==> config.mk <==
export PLATFORM = sky130hd
export DESIGN_NAME = qxmm_back
export DESIGN_NICKNAME = d
export VERILOG_FILES = /design/src/rtl/core/qxmm_pkg.sv /design/src/rtl/core/qxmm_back.sv
export SDC_FILE = /design/constraint.sdc
export NUM_CORES = 2
export LEC_CHECK = 0
export BUFFER_PORTS_ARGS = -buffer_cell sky130_fd_sc_hd__buf_2
export CORE_MARGIN = 5
export CORE_UTILIZATION = 51
export CTS_CLUSTER_DIAMETER = 80
export DETAILED_ROUTE_END_ITERATION = 6
export GPL_TIMING_DRIVEN = 0
export PLACE_DENSITY = 0.69
export SLEW_MARGIN = 20
export SYNTH_ARGS = -nofsm -noshare
export SYNTH_HDL_FRONTEND = slang
export SYNTH_SLANG_ARGS = --single-unit
==> constraint.sdc <==
create_clock -name clk -period 75.2 [get_ports clk]
set_input_delay 3.76 -clock clk [delete_from_list [all_inputs] [get_ports clk]]
set_output_delay 3.76 -clock clk [all_outputs]
set_load 0.005 [all_outputs]
==> src/rtl/core/qxmm_pkg.sv <==
// ----------------------------------------------------------------------------
// qxmm_pkg
// shared types, constants and the square root step of the x quadrotor mixer
// ----------------------------------------------------------------------------
package qxmm_pkg;

    localparam int MOTOR_COUNT     = 4;
    localparam int AXIS_COUNT      = 3;
    localparam int QUEUE_DEPTH     = 4;
    localparam int QUEUE_PTR_W     = $clog2(QUEUE_DEPTH);
    localparam int SQRT_STAGES     = 8;
    localparam int STEPS_PER_STAGE = 2;

    // register index codes
    localparam logic [2:0] REG_THRUST_GAIN     = 3'd0;
    localparam logic [2:0] REG_ROLL_PITCH_GAIN = 3'd1;
    localparam logic [2:0] REG_YAW_GAIN        = 3'd2;
    localparam logic [2:0] REG_SPEED_FLOOR     = 3'd3;
    localparam logic [2:0] REG_SPEED_CEILING   = 3'd4;

    localparam logic [15:0] SPEED_CEILING_RESET = 16'hFFFF;

    // bit a set: torque on axis a (x, y, z) adds to that motor
    localparam logic [AXIS_COUNT-1:0] AXIS_PLUS [MOTOR_COUNT] =
        '{3'b110, 3'b000, 3'b101, 3'b011};

    typedef logic [MOTOR_COUNT-1:0][31:0] sq_vec_t;
    typedef logic [MOTOR_COUNT-1:0][15:0] speed_vec_t;

    typedef struct packed {
        logic [31:0] thrust_gain;
        logic [31:0] roll_pitch_gain;
        logic [31:0] yaw_gain;
    } gains_t;

    typedef struct packed {
        logic [15:0] speed_floor;
        logic [15:0] speed_ceiling;
    } limits_t;

    typedef struct packed {
        logic full;
        logic empty;
    } q_stat_t;

    typedef struct packed {
        logic [31:0] rem;
        logic [31:0] root;
    } sqrt_lane_t;

    typedef sqrt_lane_t [MOTOR_COUNT-1:0] sqrt_vec_t;

    // one step of the digit-by-digit integer square root
    function automatic sqrt_lane_t sqrt_step(sqrt_lane_t s, logic [3:0] k);
        logic [31:0] b;
        logic [31:0] t;
        sqrt_lane_t  r;
        b = 32'h4000_0000 >> {k, 1'b0};
        t = s.root + b;
        r = s;
        if (s.rem >= t)
        begin
            r.rem  = s.rem - t;
            r.root = (s.root >> 1) + b;
        end
        else
        begin
            r.root = s.root >> 1;
        end
        return r;
    endfunction

endpackage

==> src/rtl/core/qxmm_back.sv <==
// ----------------------------------------------------------------------------
// qxmm_back
// pipelined square root of four lanes, clamp to limits, output register
// ----------------------------------------------------------------------------
module qxmm_back (
    input  logic                   clk,
    input  logic                   rst_n,
    input  qxmm_pkg::q_stat_t      q_stat,
    input  qxmm_pkg::sq_vec_t      head_sq,
    output logic                   pop,
    input  qxmm_pkg::limits_t      limits,
    output logic                   out_valid,
    input  logic                   out_stall,
    output qxmm_pkg::speed_vec_t   speeds,
    output logic                   clamped_flag
);

    localparam int LAST = qxmm_pkg::SQRT_STAGES - 1;

    logic                                b_adv;
    logic [qxmm_pkg::SQRT_STAGES-1:0]    st_valid_reg;
    qxmm_pkg::sqrt_vec_t                 st_reg   [qxmm_pkg::SQRT_STAGES];
    qxmm_pkg::sqrt_vec_t                 st_in    [qxmm_pkg::SQRT_STAGES];
    qxmm_pkg::sqrt_vec_t                 st_next  [qxmm_pkg::SQRT_STAGES];
    logic                                out_valid_reg;
    qxmm_pkg::speed_vec_t                speeds_reg;
    qxmm_pkg::speed_vec_t                speeds_next;
    logic                                flag_reg;
    logic                                flag_next;

    assign b_adv        = !(out_valid_reg && out_stall);
    assign pop          = b_adv && !q_stat.empty;
    assign out_valid    = out_valid_reg;
    assign speeds       = speeds_reg;
    assign clamped_flag = flag_reg;

    always_comb
    begin
        for (int m = 0; m < qxmm_pkg::MOTOR_COUNT; m++)
        begin
            st_in[0][m].rem  = head_sq[m];
            st_in[0][m].root = '0;
        end
        for (int s = 1; s < qxmm_pkg::SQRT_STAGES; s++)
            st_in[s] = st_reg[s-1];
    end

    always_comb
    begin
        qxmm_pkg::sqrt_lane_t lane;
        for (int s = 0; s < qxmm_pkg::SQRT_STAGES; s++)
        begin
            for (int m = 0; m < qxmm_pkg::MOTOR_COUNT; m++)
            begin
                lane = st_in[s][m];
                for (int k = 0; k < qxmm_pkg::STEPS_PER_STAGE; k++)
                    lane = qxmm_pkg::sqrt_step(lane,
                        4'(s * qxmm_pkg::STEPS_PER_STAGE + k));
                st_next[s][m] = lane;
            end
        end
    end

    // clamp, floor wins over ceiling
    always_comb
    begin
        logic [15:0] w;
        logic        below;
        logic        above;
        flag_next   = 1'b0;
        speeds_next = '0;
        for (int m = 0; m < qxmm_pkg::MOTOR_COUNT; m++)
        begin
            w     = st_reg[LAST][m].root[15:0];
            below = w < limits.speed_floor;
            above = w > limits.speed_ceiling;
            if (below || above)
                flag_next = 1'b1;
            if (below)
                speeds_next[m] = limits.speed_floor;
            else if (above)
                speeds_next[m] = limits.speed_ceiling;
            else
                speeds_next[m] = w;
        end
    end

    always_ff @(posedge clk or negedge rst_n)
    begin
        if (!rst_n)
        begin
            st_valid_reg  <= '0;
            out_valid_reg <= 1'b0;
        end
        else if (b_adv)
        begin
            st_valid_reg  <= {st_valid_reg[qxmm_pkg::SQRT_STAGES-2:0], !q_stat.empty};
            out_valid_reg <= st_valid_reg[LAST];
        end
    end

    always_ff @(posedge clk)
    begin
        if (b_adv)
        begin
            for (int s = 0; s < qxmm_pkg::SQRT_STAGES; s++)
                st_reg[s] <= st_next[s];
            speeds_reg <= speeds_next;
            flag_reg   <= flag_next;
        end
    end

endmodule

==> parameters.txt <==
Parameter                              Value

Status
  Status ... completed

Synth
  Distinct cell type count of the synthesized netlist ... 99
  Top area cells in the synthesized netlist ... sky130_fd_sc_hd__edfxtp_1, sky130_fd_sc_hd__ha_1, sky130_fd_sc_hd__xnor2_1, sky130_fd_sc_hd__a21oi_1, sky130_fd_sc_hd__nor2_1
  Primary flip-flop cell chosen by synthesis mapping ... sky130_fd_sc_hd__edfxtp_1
  Post-synthesis xor/xnor area fraction ... 0.07436
  Portion of the post-synthesis area used by sequential elements ... 0.4493
  Combinational family with the most area after synthesis ... simple AND/OR/NAND/NOR gates
  Area of the mapped netlist ... between 0.08 and 0.09 mm^2
  Dominant cell type by area after synthesis ... sky130_fd_sc_hd__edfxtp_1
  Count of state elements after synthesis ... 1,258
  Post-synth net total ... 9,109
  Gate count of the mapped netlist ... 8,192
  Share of synthesized flip-flops with an asynchronous set or reset ... 0.007154
  Complex-gate fraction of the synthesized area ... 0.1433
  Synth Area per Inst ... just over 10 um^2
  Synth Area in Simple Gates ... 0.1616
  Synthesized-area fraction occupied by adder cells ... 0.1120
  Fraction of synthesized area in multiplexers ... 0.02703
  Top cells by instance count after synthesis ... sky130_fd_sc_hd__edfxtp_1, sky130_fd_sc_hd__ha_1, sky130_fd_sc_hd__nor2_1
  Most common cell in the synthesized netlist ... sky130_fd_sc_hd__edfxtp_1
  Area share of the largest cell type after synthesis ... 0.4466
  EDFF count, synth ... 1,249
  Count of synthesis-stage warnings from yosys ... 0

Timing
  Setup violation total in the final timing report ... 0
  Worst slew margin relative to its limit ... 0.2585
  Least-Margin Pin Slew ... between 1 and 1.5 ns
  Setup clock skew after layout ... 0.03332 ns
  Number of hold violations in the final report ... 0
  Period minus WS final ... 7.941 ns
  Setup repair after global routing missed its margin ... no
  Achievable Freq ... roughly 130 MHz
  Setup total negative slack ... 0 ns
  Final clock period utilization by the worst path ... 0.1056
  Pins Over Slew Limit ... 0

Route
  Routed wire length ... between 200,000 and 250,000 um
  DRC viols ... 0
  Final ANT Viol Nets ... 0
  Pre-Repair DR Iteration Count ... 6
  Average wire per cell in the routed design ... 19.55 um
  Vias per std cell ... 5.845
  DR vias ... 63.72k
  DRC marker count from the first detailed-route iteration ... 4,492

Layout
  Final nets ... 9,509
  Share of post-route cells with drive strength above 1 ... 0.07795
  Fin area ... 0.09329 mm^2
  Fillcell total ... 13.97k
  Area taken by multi-input logic gates ... 0.04356 mm^2
  Flip-flop count of the largest register after layout ... 1,184
  FF+latch area ... 0.03773 mm^2
  Non-filler cells in the finished layout ... 10.90k
  Signed area change from the synthesized netlist to the final layout ... 11.09%

Clock tree
  Clock-pin slew on the worst setup and hold paths ... 0.06 ns
  Clock sinks ... 1,258
  Number of gates resized after cts ... 0
  Clock buffers created by TritonCTS ... 143
  Deepest clock path buffer count ... 3
  TritonCTS clock tree ... yes
  Cell chosen for the clock root ... sky130_fd_sc_hd__clkbuf_16
  Hold buffers post-CTS ... 0
  Post-CTS Setup Bufs ... 0
  H-tree levels ... 4
  Skew-Pair Late Insertion Delay ... just over 0.8 ns

Setup path
  Crit end category ... output port
  Arrival time at the worst endpoint ... 4.18 ns
  Critical path startpoint ... out_stall
  Nature of the critical path startpoint ... input port
  Critical path class ... input port to output port
  Critical Path RT ... 71.44 ns
  CP Max Fanout ... 3
  Launch point of the worst reg-to-reg path ... st_reg[1][328]

Place
  Hpwl dp ... 169,000 um
  Cells after DPL ... 10.64k
  Routability congestion estimate from global placement ... 0.9391
  Placed Area ... around 0.089 mm^2
  Buffers added on ports ... 230

Floorplanning
  Number of standard-cell rows in the floorplan ... 149
  CORE AREA ... ~0.16 mm^2
  Die Y ... 415.8 um
  Floorplan die width ... slightly above 400 um
  Total die area ... around 0.17 mm^2
  Starting utilization of the core area ... 0.5107
  Number of ports placed on the die boundary ... 232

Global routing
  Antenna violations before repair ... 0
  Wire length of the first global-routing pass ... ~340,000 um
  Pin count of the biggest net entering global routing ... 66
  All-layer global routing usage ... 0.2397
  Global route total overflow ... 0
  Number of global-route vias before repair ... 62.22k

Hold path
  Beginning of the worst hold path ... st_reg[1][103]
  Worst hold path class ... flop to flop

Power and ir drop
  Cell leakage power ... 38.02 nW
  Power density over cell area ... 49.08 mW/mm^2
  Largest voltage drop on the vdd net ... about 29 uV

Flow run
  Max-cap violations ... 0
==> metal layers <==
metal  global-route usage  wire length (um)  up-vias
li1                     -                 -    31451
met3              0.03013              8696      366
met4              0.08916              7957        0
met5                    0                 0        -
met2               0.4069            101900     1540
met1               0.3152             94590    30362
==> layout make-up <==
type / instances / share of cell area
well taps: 2189 / 0.02936
diodes: 1 / 0.00002682
inverters: 562 / 0.02267
clock inverters: 98 / 0.01129
clock buffers: 166 / 0.03974
repair buffers: 255 / 0.01902
flip-flops and latches: 1258 / 0.4044
multi-input cells: 6213 / 0.4669
plain buffers: 159 / 0.006531
==> worst paths after layout <==
check,end,slack (ns),cells past startpoint
max reg2reg,st_reg[1][613],67.86,23
max,pop,67.26,3
max in group asynchronous,st_valid_reg[6],72.22,1
min reg2reg,st_reg[1][359],0.44,0
min in group asynchronous,st_valid_reg[2],2.80,1
min,st_reg[1][359],0.44,0
==> critical path, stage by stage <==
cell                      delay [ns]
sky130_fd_sc_hd__buf_2          0.12
sky130_fd_sc_hd__a21oi_1        0.15
sky130_fd_sc_hd__buf_2          0.14
==> stage by stage <==
stage	util	worst slack [ns]	power [mW]	hold WS, ns
floorplan	-	41.54	3.488	0.4169
global placement	0.5344	32.33	4.121	0.4279
detailed placement	0.5383	67.26	3.855	0.4271
CTS	0.5673	67.26	4.576	0.4412
global route	0.5674	67.19	4.936	0.4550
finish	0.5674	67.26	4.579	0.4399
==> report_power, final <==
| group | internal, mW | switching (mW) |
|---|---|---|
| clock network | 0.397 | 0.297 |
| logic | 1.02 | 1.42 |
| registers | 1.22 | 0.223 |
==> cells in the final DEF, fill, tap and decap left out, types with 36 or more instances in the layout <==
cell and count:
sky130_fd_sc_hd__mux2_2 69, sky130_fd_sc_hd__o21a_1 98, sky130_fd_sc_hd__inv_1 552, sky130_fd_sc_hd__o31ai_1 74, sky130_fd_sc_hd__o211ai_1 36, sky130_fd_sc_hd__a21oi_1 575, sky130_fd_sc_hd__a21o_1 212, sky130_fd_sc_hd__o21ai_0 356
sky130_fd_sc_hd__nand4_1 149, sky130_fd_sc_hd__a211oi_1 61, sky130_fd_sc_hd__and2_1 45, sky130_fd_sc_hd__clkbuf_1 161, sky130_fd_sc_hd__nand2b_1 80, sky130_fd_sc_hd__clkbuf_16 145, sky130_fd_sc_hd__o21bai_1 49, sky130_fd_sc_hd__edfxtp_1 1249
sky130_fd_sc_hd__nor3_1 224, sky130_fd_sc_hd__nand3_1 181, sky130_fd_sc_hd__mux2i_1 148, sky130_fd_sc_hd__ha_1 752, sky130_fd_sc_hd__or4_1 49, sky130_fd_sc_hd__nor2b_1 121, sky130_fd_sc_hd__or2_2 51, sky130_fd_sc_hd__a31oi_1 46
sky130_fd_sc_hd__and3_1 49, sky130_fd_sc_hd__nor4_1 189, sky130_fd_sc_hd__xor2_1 261, sky130_fd_sc_hd__or3_1 88, sky130_fd_sc_hd__xnor2_1 452, sky130_fd_sc_hd__buf_2 234, sky130_fd_sc_hd__nand2_1 596, sky130_fd_sc_hd__nor2_1 677
==> cell families after synthesis <==
| logic type | Yosys count |
|---|---|
| AND/OR/NAND/NOR | 2674 |
| AO/OA/AOI/OAI | 1856 |
| flip-flops | 1258 |
| adder cells (fa/ha/maj) | 752 |
| buffers and inverters | 721 |
| XOR/XNOR | 713 |
| multiplexers | 218 |
Note: power is estimated with default switching activity, not from simulation.
