`config.mk`:
```
export PLATFORM = sky130hd
export DESIGN_NAME = qxmm_queue
export DESIGN_NICKNAME = d
export VERILOG_FILES = /design/src/rtl/core/qxmm_pkg.sv /design/src/rtl/core/qxmm_queue.sv
export SDC_FILE = /design/constraint.sdc
export NUM_CORES = 1
export LEC_CHECK = 0
export ABC_CLOCK_PERIOD_IN_PS = 11500
export BUFFER_PORTS_ARGS = -buffer_cell sky130_fd_sc_hd__clkbuf_2
export CORE_ASPECT_RATIO = 0.5
export CORE_UTILIZATION = 61
export CTS_BUF_LIST = sky130_fd_sc_hd__clkbuf_16
export DETAILED_ROUTE_END_ITERATION = 8
export PLACE_DENSITY = 0.85
export SKIP_CTS_REPAIR_TIMING = 1
export SLEW_MARGIN = 30
export SYNTH_ARGS = -nofsm -noshare
export SYNTH_HDL_FRONTEND = slang
export SYNTH_SLANG_ARGS = --single-unit
export TNS_END_PERCENT = 20
```
`constraint.sdc`:
```
create_clock -name clk -period 11.5 [get_ports clk]
set_input_delay 0 -clock clk [delete_from_list [all_inputs] [get_ports clk]]
set_output_delay 0 -clock clk [all_outputs]
set_load 0.01 [all_outputs]
```
`src/rtl/core/qxmm_pkg.sv`:
```
// ----------------------------------------------------------------------------
// qxmm_pkg
// shared types, constants and the square root step of the x quadrotor mixer
// ----------------------------------------------------------------------------
package qxmm_pkg;

    localparam int MOTOR_COUNT     = 4;
    localparam int AXIS_COUNT      = 3;
    localparam int QUEUE_DEPTH     = 4;
    localparam int QUEUE_PTR_W     = $clog2(QUEUE_DEPTH);
    localparam int SQRT_STAGES     = 8;
    localparam int STEPS_PER_STAGE = 2;

    // register index codes
    localparam logic [2:0] REG_THRUST_GAIN     = 3'd0;
    localparam logic [2:0] REG_ROLL_PITCH_GAIN = 3'd1;
    localparam logic [2:0] REG_YAW_GAIN        = 3'd2;
    localparam logic [2:0] REG_SPEED_FLOOR     = 3'd3;
    localparam logic [2:0] REG_SPEED_CEILING   = 3'd4;

    localparam logic [15:0] SPEED_CEILING_RESET = 16'hFFFF;

    // bit a set: torque on axis a (x, y, z) adds to that motor
    localparam logic [AXIS_COUNT-1:0] AXIS_PLUS [MOTOR_COUNT] =
        '{3'b110, 3'b000, 3'b101, 3'b011};

    typedef logic [MOTOR_COUNT-1:0][31:0] sq_vec_t;
    typedef logic [MOTOR_COUNT-1:0][15:0] speed_vec_t;

    typedef struct packed {
        logic [31:0] thrust_gain;
        logic [31:0] roll_pitch_gain;
        logic [31:0] yaw_gain;
    } gains_t;

    typedef struct packed {
        logic [15:0] speed_floor;
        logic [15:0] speed_ceiling;
    } limits_t;

    typedef struct packed {
        logic full;
        logic empty;
    } q_stat_t;

    typedef struct packed {
        logic [31:0] rem;
        logic [31:0] root;
    } sqrt_lane_t;

    typedef sqrt_lane_t [MOTOR_COUNT-1:0] sqrt_vec_t;

    // one step of the digit-by-digit integer square root
    function automatic sqrt_lane_t sqrt_step(sqrt_lane_t s, logic [3:0] k);
        logic [31:0] b;
        logic [31:0] t;
        sqrt_lane_t  r;
        b = 32'h4000_0000 >> {k, 1'b0};
        t = s.root + b;
        r = s;
        if (s.rem >= t)
        begin
            r.rem  = s.rem - t;
            r.root = (s.root >> 1) + b;
        end
        else
        begin
            r.root = s.root >> 1;
        end
        return r;
    endfunction

endpackage

```
`src/rtl/core/qxmm_queue.sv`:
```
// ----------------------------------------------------------------------------
// qxmm_queue
// short fifo of squared speed sets between front and back
// ----------------------------------------------------------------------------
module qxmm_queue (
    input  logic               clk,
    input  logic               rst_n,
    input  logic               push,
    input  qxmm_pkg::sq_vec_t  push_sq,
    input  logic               pop,
    output qxmm_pkg::sq_vec_t  head_sq,
    output qxmm_pkg::q_stat_t  q_stat
);

    qxmm_pkg::sq_vec_t                 mem_reg [qxmm_pkg::QUEUE_DEPTH];
    logic [qxmm_pkg::QUEUE_PTR_W-1:0]  wr_ptr_reg;
    logic [qxmm_pkg::QUEUE_PTR_W-1:0]  rd_ptr_reg;
    logic [qxmm_pkg::QUEUE_PTR_W:0]    count_reg;
    logic [qxmm_pkg::QUEUE_PTR_W:0]    count_next;

    assign head_sq      = mem_reg[rd_ptr_reg];
    assign q_stat.full  = count_reg == (qxmm_pkg::QUEUE_PTR_W + 1)'(qxmm_pkg::QUEUE_DEPTH);
    assign q_stat.empty = count_reg == '0;

    always_comb
    begin
        count_next = count_reg;
        if (push && !pop)
            count_next = count_reg + 1'b1;
        else if (pop && !push)
            count_next = count_reg - 1'b1;
    end

    always_ff @(posedge clk or negedge rst_n)
    begin
        if (!rst_n)
        begin
            wr_ptr_reg <= '0;
            rd_ptr_reg <= '0;
            count_reg  <= '0;
        end
        else
        begin
            if (push)
                wr_ptr_reg <= wr_ptr_reg + 1'b1;
            if (pop)
                rd_ptr_reg <= rd_ptr_reg + 1'b1;
            count_reg <= count_next;
        end
    end

    always_ff @(posedge clk)
    begin
        if (push)
            mem_reg[wr_ptr_reg] <= push_sq;
    end

endmodule

```
==> results of run 1 <==
-- logic make-up (layout without fill, tap and decap cells) --
| logic type | Yosys count | in the layout | share of synthesized area, % |
|---|---|---|---|
| flip-flops | 519 | 519 | 82.4 |
| multiplexers | 129 | 129 | 15.3 |
| buffers and inverters | 33 | 486 | 1.23 |
| AND/OR/NAND/NOR | 9 | 9 | 0.259 |
| adder cells (fa/ha/maj) | 6 | 6 | 0.438 |
| XOR/XNOR | 6 | 6 | 0.279 |
| AO/OA/AOI/OAI | 1 | 1 | 0.0265 |
| other | 0 | 1 | 0 |
-- power by group through the flow --
| stage | combinational [W] | sequential [W] | clock [W] |
|---|---|---|---|
| floorplan | 0.00109 | 0.00260 | 0 |
| global placement | 0.00150 | 0.00268 | 0 |
| detailed placement | 0.00156 | 0.00268 | 0 |
| CTS | 0.00158 | 0.00265 | 0.00148 |
| global route | 0.00171 | 0.00268 | 0.00156 |
| finish | 0.00163 | 0.00265 | 0.00147 |
-- per-layer routing --
layer / track usage (%) / vias up / share of wire [%]
li1: - / 3890 / -
met1: 29.6 / 4918 / 36
met2: 40.0 / 417 / 55
met3: 4.35 / 105 / 4.9
met4: 9.60 / 0 / 3.8
met5: 0 / - / 0
-- area by class of cell --
type                    count  area, um^2  share of cell area, %
flip-flops and latches    519       15600                   66.7
multi-input cells         151        3090                   13.3
repair buffers            404        2780                   11.9
clock buffers              45        1130                   4.82
well taps                 399         499                   2.14
clock inverters            33         273                   1.17
inverters                   4        15.0                 0.0643
diodes                      1        2.50                 0.0107
-- through the flow --
stage	utilization [%]	hold WS [ns]	setup slack, ns
floorplan	-	-0.296	7.44
global placement	67.6	-0.158	8.69
detailed placement	67.8	-0.156	8.66
CTS	72.4	-0.735	8.14
global route	76.9	0.204	8.06
finish	76.9	0.217	8.31
-- layout by cell type, fill, tap and decap left out --
master                          Yosys  layout
sky130_fd_sc_hd__edfxtp_1         512     512
sky130_fd_sc_hd__clkbuf_2           0     261
sky130_fd_sc_hd__dlygate4sd3_1      0     132
sky130_fd_sc_hd__mux4_2           128     128
sky130_fd_sc_hd__clkbuf_16          0      45
sky130_fd_sc_hd__inv_1              4      15
sky130_fd_sc_hd__clkinv_1           0      10
sky130_fd_sc_hd__ha_1               5       5
sky130_fd_sc_hd__bufinv_16          0       5
sky130_fd_sc_hd__dfrtp_1            7       5
sky130_fd_sc_hd__buf_4              1       5
sky130_fd_sc_hd__and2_4             0       4
sky130_fd_sc_hd__xor2_1             4       4
sky130_fd_sc_hd__clkinv_2           0       4
sky130_fd_sc_hd__buf_12             0       3
sky130_fd_sc_hd__xnor2_1            2       2
sky130_fd_sc_hd__nand2_1            2       2
sky130_fd_sc_hd__clkinvlp_4         0       2
sky130_fd_sc_hd__buf_6             10       2
sky130_fd_sc_hd__dfrtp_4            0       2
sky130_fd_sc_hd__diode_2            0       1
sky130_fd_sc_hd__nor3_1             1       1
sky130_fd_sc_hd__nor3b_1            1       1
sky130_fd_sc_hd__mux2_2             1       1
sky130_fd_sc_hd__o21ai_0            1       1
sky130_fd_sc_hd__nor2_1             1       1
sky130_fd_sc_hd__fa_1               1       1
sky130_fd_sc_hd__clkinv_4           0       1
sky130_fd_sc_hd__buf_16             0       1
-- path summary, 6_finish.rpt --
path / startpoint / slack, ns / end
max: rd_ptr_reg[0]$_DFFE_PN0P_ / 8.31 / head_sq[76]
min: push_sq[103] / 0.22 / mem_reg[2][103]$_DFFE_PP_
max reg2reg: wr_ptr_reg[1]$_DFFE_PN0P_ / 8.74 / mem_reg[1][35]$_DFFE_PP_
min reg2reg: count_reg[2]$_DFFE_PN0P_ / 0.52 / count_reg[2]$_DFFE_PN0P_
max in group asynchronous: rst_n / 10.77 / rd_ptr_reg[1]$_DFFE_PN0P_
min in group asynchronous: rst_n / 0.46 / count_reg[1]$_DFFE_PN0P_
-- critical path, cell delays in order, from the launching register on --
cell and delay, ns:
sky130_fd_sc_hd__dfrtp_4 0.98, sky130_fd_sc_hd__buf_4 0.81, sky130_fd_sc_hd__mux4_2 0.63, sky130_fd_sc_hd__clkbuf_2 0.18
==> results.txt, run 1 <==
Number of buffer cells added on primary ports: 261. For this design the ratio of total power to cell area is 246 nW/um^2. The number of placed instances, taps included, is 1343. The area growth from synthesis to layout is 23.7%.

STA classifies the critical path endpoint as a primary output. During synthesis, Yosys emitted a total of 0 warnings. Timing would allow up to 313 MHz. The routed length per instance works out to 26.4 um. Entering global routing, the biggest net connects 73 pins. In this run the worst path has a maximum fanout of 44. The fraction of synthesized cell area taken by the top area cell type was 81.5%. The post-route minimum period is 3.19 ns, and the final wirelength is 41.1 mm. The die is 126 um tall.

The synthesized design spends more area on one cell type than any other, namely sky130_fd_sc_hd__edfxtp_1. The tools report the unique cell type count in the Yosys netlist as 20. The register with the most flip-flops in the layout has 512 of them. The cell area that synthesis handed to floorplanning was 18900 um^2. In this run, the combinational gates consume 28.4% of the power.

The global placement routability congestion is 0.757, and the number of buffers inserted during clock tree synthesis is 43. The first global-routing pass estimated 53.7 mm of wire. The layout cell share with drive strength beyond 1 is 40.1%.

The floorplan has 45 rows. Clock tree synthesis found a total of 519 sinks. The classification of the worst-slack hold path is in -> reg. The run gives 0 as the number of pins with negative max-slew slack in the final report. The tools report the routed via count as 9330.

The area inside the core boundary was 30300 um^2. Internal power of the cells: 0.00405 W. The share of total power dissipated in sequential elements is 46.1%.

At the pin with the least slew margin, the transition time is 0.990 ns. For the detailed placer's ending HPWL, the log shows 20.9 mm. For the final net count, the log shows 1261. Across the run, the number of max-cap violations was 0.

The logs give 20600 um^2 for the cell area after placement and 31700 um^2 for the area of the die. The root buffer cell chosen for the clock tree is sky130_fd_sc_hd__clkbuf_16. For this block, the initial DRC count from the detailed router was 807. The synthesized netlist net count came out at 841. Net switching is 29.6% of the power. The pre-antenna-repair detailed-routing pass consisted of 5 iterations.

The via count of the first global-routing pass was 8895. For the worst setup path, the data arrival time is 3.19 ns. The run gives 23300 um^2 as the final instance area. The most used flip-flop cell after synthesis is sky130_fd_sc_hd__edfxtp_1.

For this run, the number of standard cells in the final layout without fillers is 1556. The logs give 0 ns for the setup total negative slack and 0.00575 W for the total power of the final layout. Summed over all layers, the global routing overflow is 0. The clock arrives with 0.0142 ns of skew. The clock-pin slew on the worst setup and hold paths works out to 0.07 ns.

The initial utilization of the core area, before any placement, comes to 62.2%. After synthesis the netlist holds a flip-flop and latch count of 519. The run gives 262 as the top-level I/O count.

For the worst-skew pair, the clock arrives at the later sink with an insertion delay of 0.54 ns. Setup violations remaining at the end of the flow were counted as 0. STA classifies the critical path startpoint as a flop. In the routed layout, each cell is associated on average with a via count of 6.00. The post-route clock period utilization is 27.8%. The clock network fraction of total power came out at 25.6%.

The leakage power is 8.15 nW. TritonCTS built the clock tree. The worst setup path is of the reg -> out kind. At the worst endpoint, the required time is 11.50 ns. The initial antenna violation count is 1, and the total global routing track utilization is 23.2%. Each instance of the synthesized netlist takes up on average 26.8 um^2. Number of remaining DRC errors: 0.

After synthesis, the cell types taking the most area are sky130_fd_sc_hd__edfxtp_1 81%, sky130_fd_sc_hd__mux4_2 15%, sky130_fd_sc_hd__dfrtp_1 0.93%, sky130_fd_sc_hd__buf_6 0.60%, sky130_fd_sc_hd__buf_2 0.40%. The layout has 1534 filler cells. In this run the deepest clock path goes through 3 buffers. Most repeated cell in the gate-level netlist after synthesis: sky130_fd_sc_hd__edfxtp_1. For this run, the register share of the synthesized area comes to 82.4%. The depth of the worst register-to-register path works out to 5. The largest voltage drop on the vdd net was 0.173 mV; the fraction of synthesis flops using an asynchronous set or reset pin was 1.35%. The flow ran to the end, and the final reports show no timing, DRC or antenna violations.

The die width is 251 um, and the number of flops mapped to enable cells by yosys is 512. Counting instances, the worst hold path has a depth of 2. The detail route stage leaves a number of antenna-violating nets equal to 0. The run gives 0 as the final count of hold timing violations. For the relative max-transition margin, the log shows 34.0%. The H-tree generated during clock tree synthesis spans 2 levels.

By count the netlist is led by 512 x sky130_fd_sc_hd__edfxtp_1, 128 x sky130_fd_sc_hd__mux4_2, 15 x sky130_fd_sc_hd__buf_2. Setup repair after global routing left no endpoint under its margin. The run gives 703 as the cell count after synthesis. The reported net switching power came out at 0.00170 W.
Note: power is estimated with default switching activity, not from simulation.
==> inputs of run 2 (changes only) <==
Settings changed: ABC_CLOCK_PERIOD_IN_PS 11500 to 3200, CORE_UTILIZATION 61 to 57, PLACE_DENSITY 0.85 to 0.8.
Clock period 11.5 ns to 3.2 ns, I/O delays scaled along.
==> run 2 against run 1 <==
Net effect:
- register-to-register slack lost 7.6 ns
- flip-flop and latch count stayed put
- sequential power rose to 3.6 times the previous value
- hold slack barely moved
- global-route usage fell by 1.5 points
- critical path depth unchanged
- total power grew to 3.6 times the previous value
- core utilization fell by 3.8 points
- cell area rose by 0.56%
- via count decreased by 2.4%
- die area grew 6.9%
- combinational power increased to 3.7 times the previous value
- critical path type unchanged
- critical endpoint is now head_sq[104]
- highest routed layer unchanged
==> results.txt, run 2 (synthesis results as in run 1) <==
The run finished with clean final reports. Summed over all cells, the static leakage comes to 8.20 nW. The global placement routability congestion is 0.740. Setup violations remaining at the end of the flow were counted as 0.

From left edge to right edge, the die measures 259 um. The relative max-transition margin was 41.7%; the wire length of the first global-routing pass was 53.6 mm. For this design the ratio of total power to cell area is 871 nW/um^2. The run gives 1389 as the number of cells after detailed placement. IR analysis of the VDD net gives a maximum drop of 0.499 mV. The tools report the maximum clock frequency as 398 MHz. TritonCTS built the clock tree. In the final routed layout, each cell accounts on average for 24.5 um. The clock passes through at most 3 buffers.

In the finished design, the share of the clock period the worst path needs comes to 78.6%. For the initial antenna violation count, the log shows 4. The total area inside the core boundary comes to 32100 um^2. The classification of the worst-slack hold path was in -> reg. Measured in cells, the most critical reg-to-reg path has a length of 4. At the pin with the least slew margin, the transition time is 0.875 ns. The tools report the max-capacitance violation count as 0. Walking the worst path, the cells encountered are buf_4 -> mux4_2 -> clkbuf_2. For this configuration, the core starts out at a cell density of 58.7%. For the remaining antenna violation count, the log shows 0. The top cell types in the final layout, fill and taps aside, are 512 x sky130_fd_sc_hd__edfxtp_1, 261 x sky130_fd_sc_hd__clkbuf_2, 132 x sky130_fd_sc_hd__dlygate4sd3_1. Number of buffer cells added on primary ports: 261. The library cell used most frequently in the layout, excluding fill and tap cells, is sky130_fd_sc_hd__edfxtp_1. Buffers inserted during clock tree synthesis total 43. Grouping stages by cell kind, the critical path spends the most delay in flip-flops. The area overhead of the layout relative to synthesis came out at 24.4%. The library cell contributing the largest single delay on the critical path was sky130_fd_sc_hd__dfrtp_4. Number of remaining DRC errors: 0.

The critical path's largest stage delay works out to 0.78 ns. Category of the most critical setup path: reg -> out. The register with the most flip-flops in the layout has 512 of them.

After floorplanning, the core was divided into 46 placement rows. For the final database, setup skew stands at 0.0148 ns. Setup repair after global routing left no endpoint under its margin.

The critical path depth in cells came out at 3. CTS built an H-tree with a depth of 2. The later pin in the worst-skew pair is clocked with a latency of 0.54 ns. After detailed routing, the number of vias per cell comes to 5.67. Post-route minimum period: 2.51 ns.

The run gives 1801 as the number of fill cells in the layout. Entering global routing, the biggest net connects 53 pins. For this run the aggregate overflow at the end of global routing stands at 0. The via count of the first global-routing pass is 8983.

The length of the first detailed-routing pass in iterations was 4. For the total global routing track utilization, the log shows 21.7%. Data on the critical path arrives at its endpoint at 2.51 ns. The wire-length estimate of the detail-placed layout is 22.8 mm. After the first detailed-routing iteration, the DRC count stood at 726. STA puts the critical path data required time at 3.20 ns.

After the flow finishes, the layout carries non-filler instances totaling 1606. The final route contains 9106 vias. The number of buffers and inverters on the critical path is 2. The worst hold path was traced through 2 stages.

The clock net sink count was 519. The critical path endpoint category was a primary output. For the area of the die, the log shows 33900 um^2.

The routed design has 39.3 mm of wire. The final count of hold timing violations came out at 0. Vertical extent of the die: 131 um.

The utilization after layout was 73.1%; the maximum fanout encountered on the critical timing path was 26. In this run the clock root is driven by a sky130_fd_sc_hd__clkbuf_16. Clock-pin slew was measured on the worst setup and hold paths at 0.07 ns. The tools report the nature of the critical path startpoint as a flop.

The post-route netlist has 40.6% of its cells at a drive strength greater than 1. Pin placement for this block handled 262 I/O pins. At the placement stage, the worst setup path has a slack of 1.10 ns. The tools report the final setup slack of the worst path as 0.686 ns. For this run, the post-layout net count is 1272. The number of pins with negative max-slew slack in the final report came out at 0.
## run 2: area by class of cell
| type | instances | area, um^2 | area share [%] |
|---|---|---|---|
| well taps | 432 | 541 | 2.30 |
| clock buffers | 45 | 1130 | 4.80 |
| diodes | 7 | 17.5 | 0.0746 |
| flip-flops and latches | 519 | 15600 | 66.3 |
| repair buffers | 415 | 2930 | 12.5 |
| inverters | 4 | 15.0 | 0.0640 |
| multi-input cells | 151 | 3090 | 13.2 |
| clock inverters | 33 | 191 | 0.816 |
## run 2: path summary, 6_finish.rpt
check	start	end	slack [ns]
setup / recovery	rd_ptr_reg[0]$_DFFE_PN0P_	head_sq[104]	0.69
hold / removal	push_sq[2]	mem_reg[1][2]$_DFFE_PP_	0.22
setup reg to reg	wr_ptr_reg[0]$_DFFE_PN0P_	mem_reg[0][84]$_DFFE_PP_	1.13
hold reg to reg	count_reg[2]$_DFFE_PN0P_	count_reg[2]$_DFFE_PN0P_	0.50
max in group asynchronous	rst_n	rd_ptr_reg[1]$_DFFE_PN0P_	2.44
min in group asynchronous	rst_n	count_reg[2]$_DFFE_PN0P_	0.47
## run 2: metrics by stage
stage / power, W / cell area [um^2] / setup TNS [ns] / hold slack, ns
after floorplan: 0.0133 / 18900 / -315.55 / -0.296
after global placement: 0.0153 / 20800 / 0 / -0.157
after detailed placement: 0.0155 / 20800 / 0 / -0.148
after CTS: 0.0205 / 22100 / 0 / -0.727
after global routing: 0.0212 / 23500 / 0 / 0.202
final: 0.0204 / 23500 / 0 / 0.217
## run 2: where the power goes
group          internal, W  total (W)  switching (W)
registers          0.00888    0.00942       0.000540
logic              0.00281    0.00600        0.00319
clock network      0.00270    0.00502        0.00231
## run 2: metal layers
metal,vias to the layer above,track usage (%),share of wire (%),wire [um]
li1,3923,-,-,-
met1,4814,26.4,37,14700
met2,283,39.1,55,21700
met3,86,3.99,4.4,1740
met4,0,8.75,2.9,1130
met5,-,0,0,0
## run 2: worst reg2reg max path, delay by kind of cell (launching register included)
family                   cells  cell delay (ns)
flip-flops                   1             0.42
adder cells (fa/ha/maj)      1             0.15
buffers and inverters        2             0.47
AND/OR/NAND/NOR              1             0.72
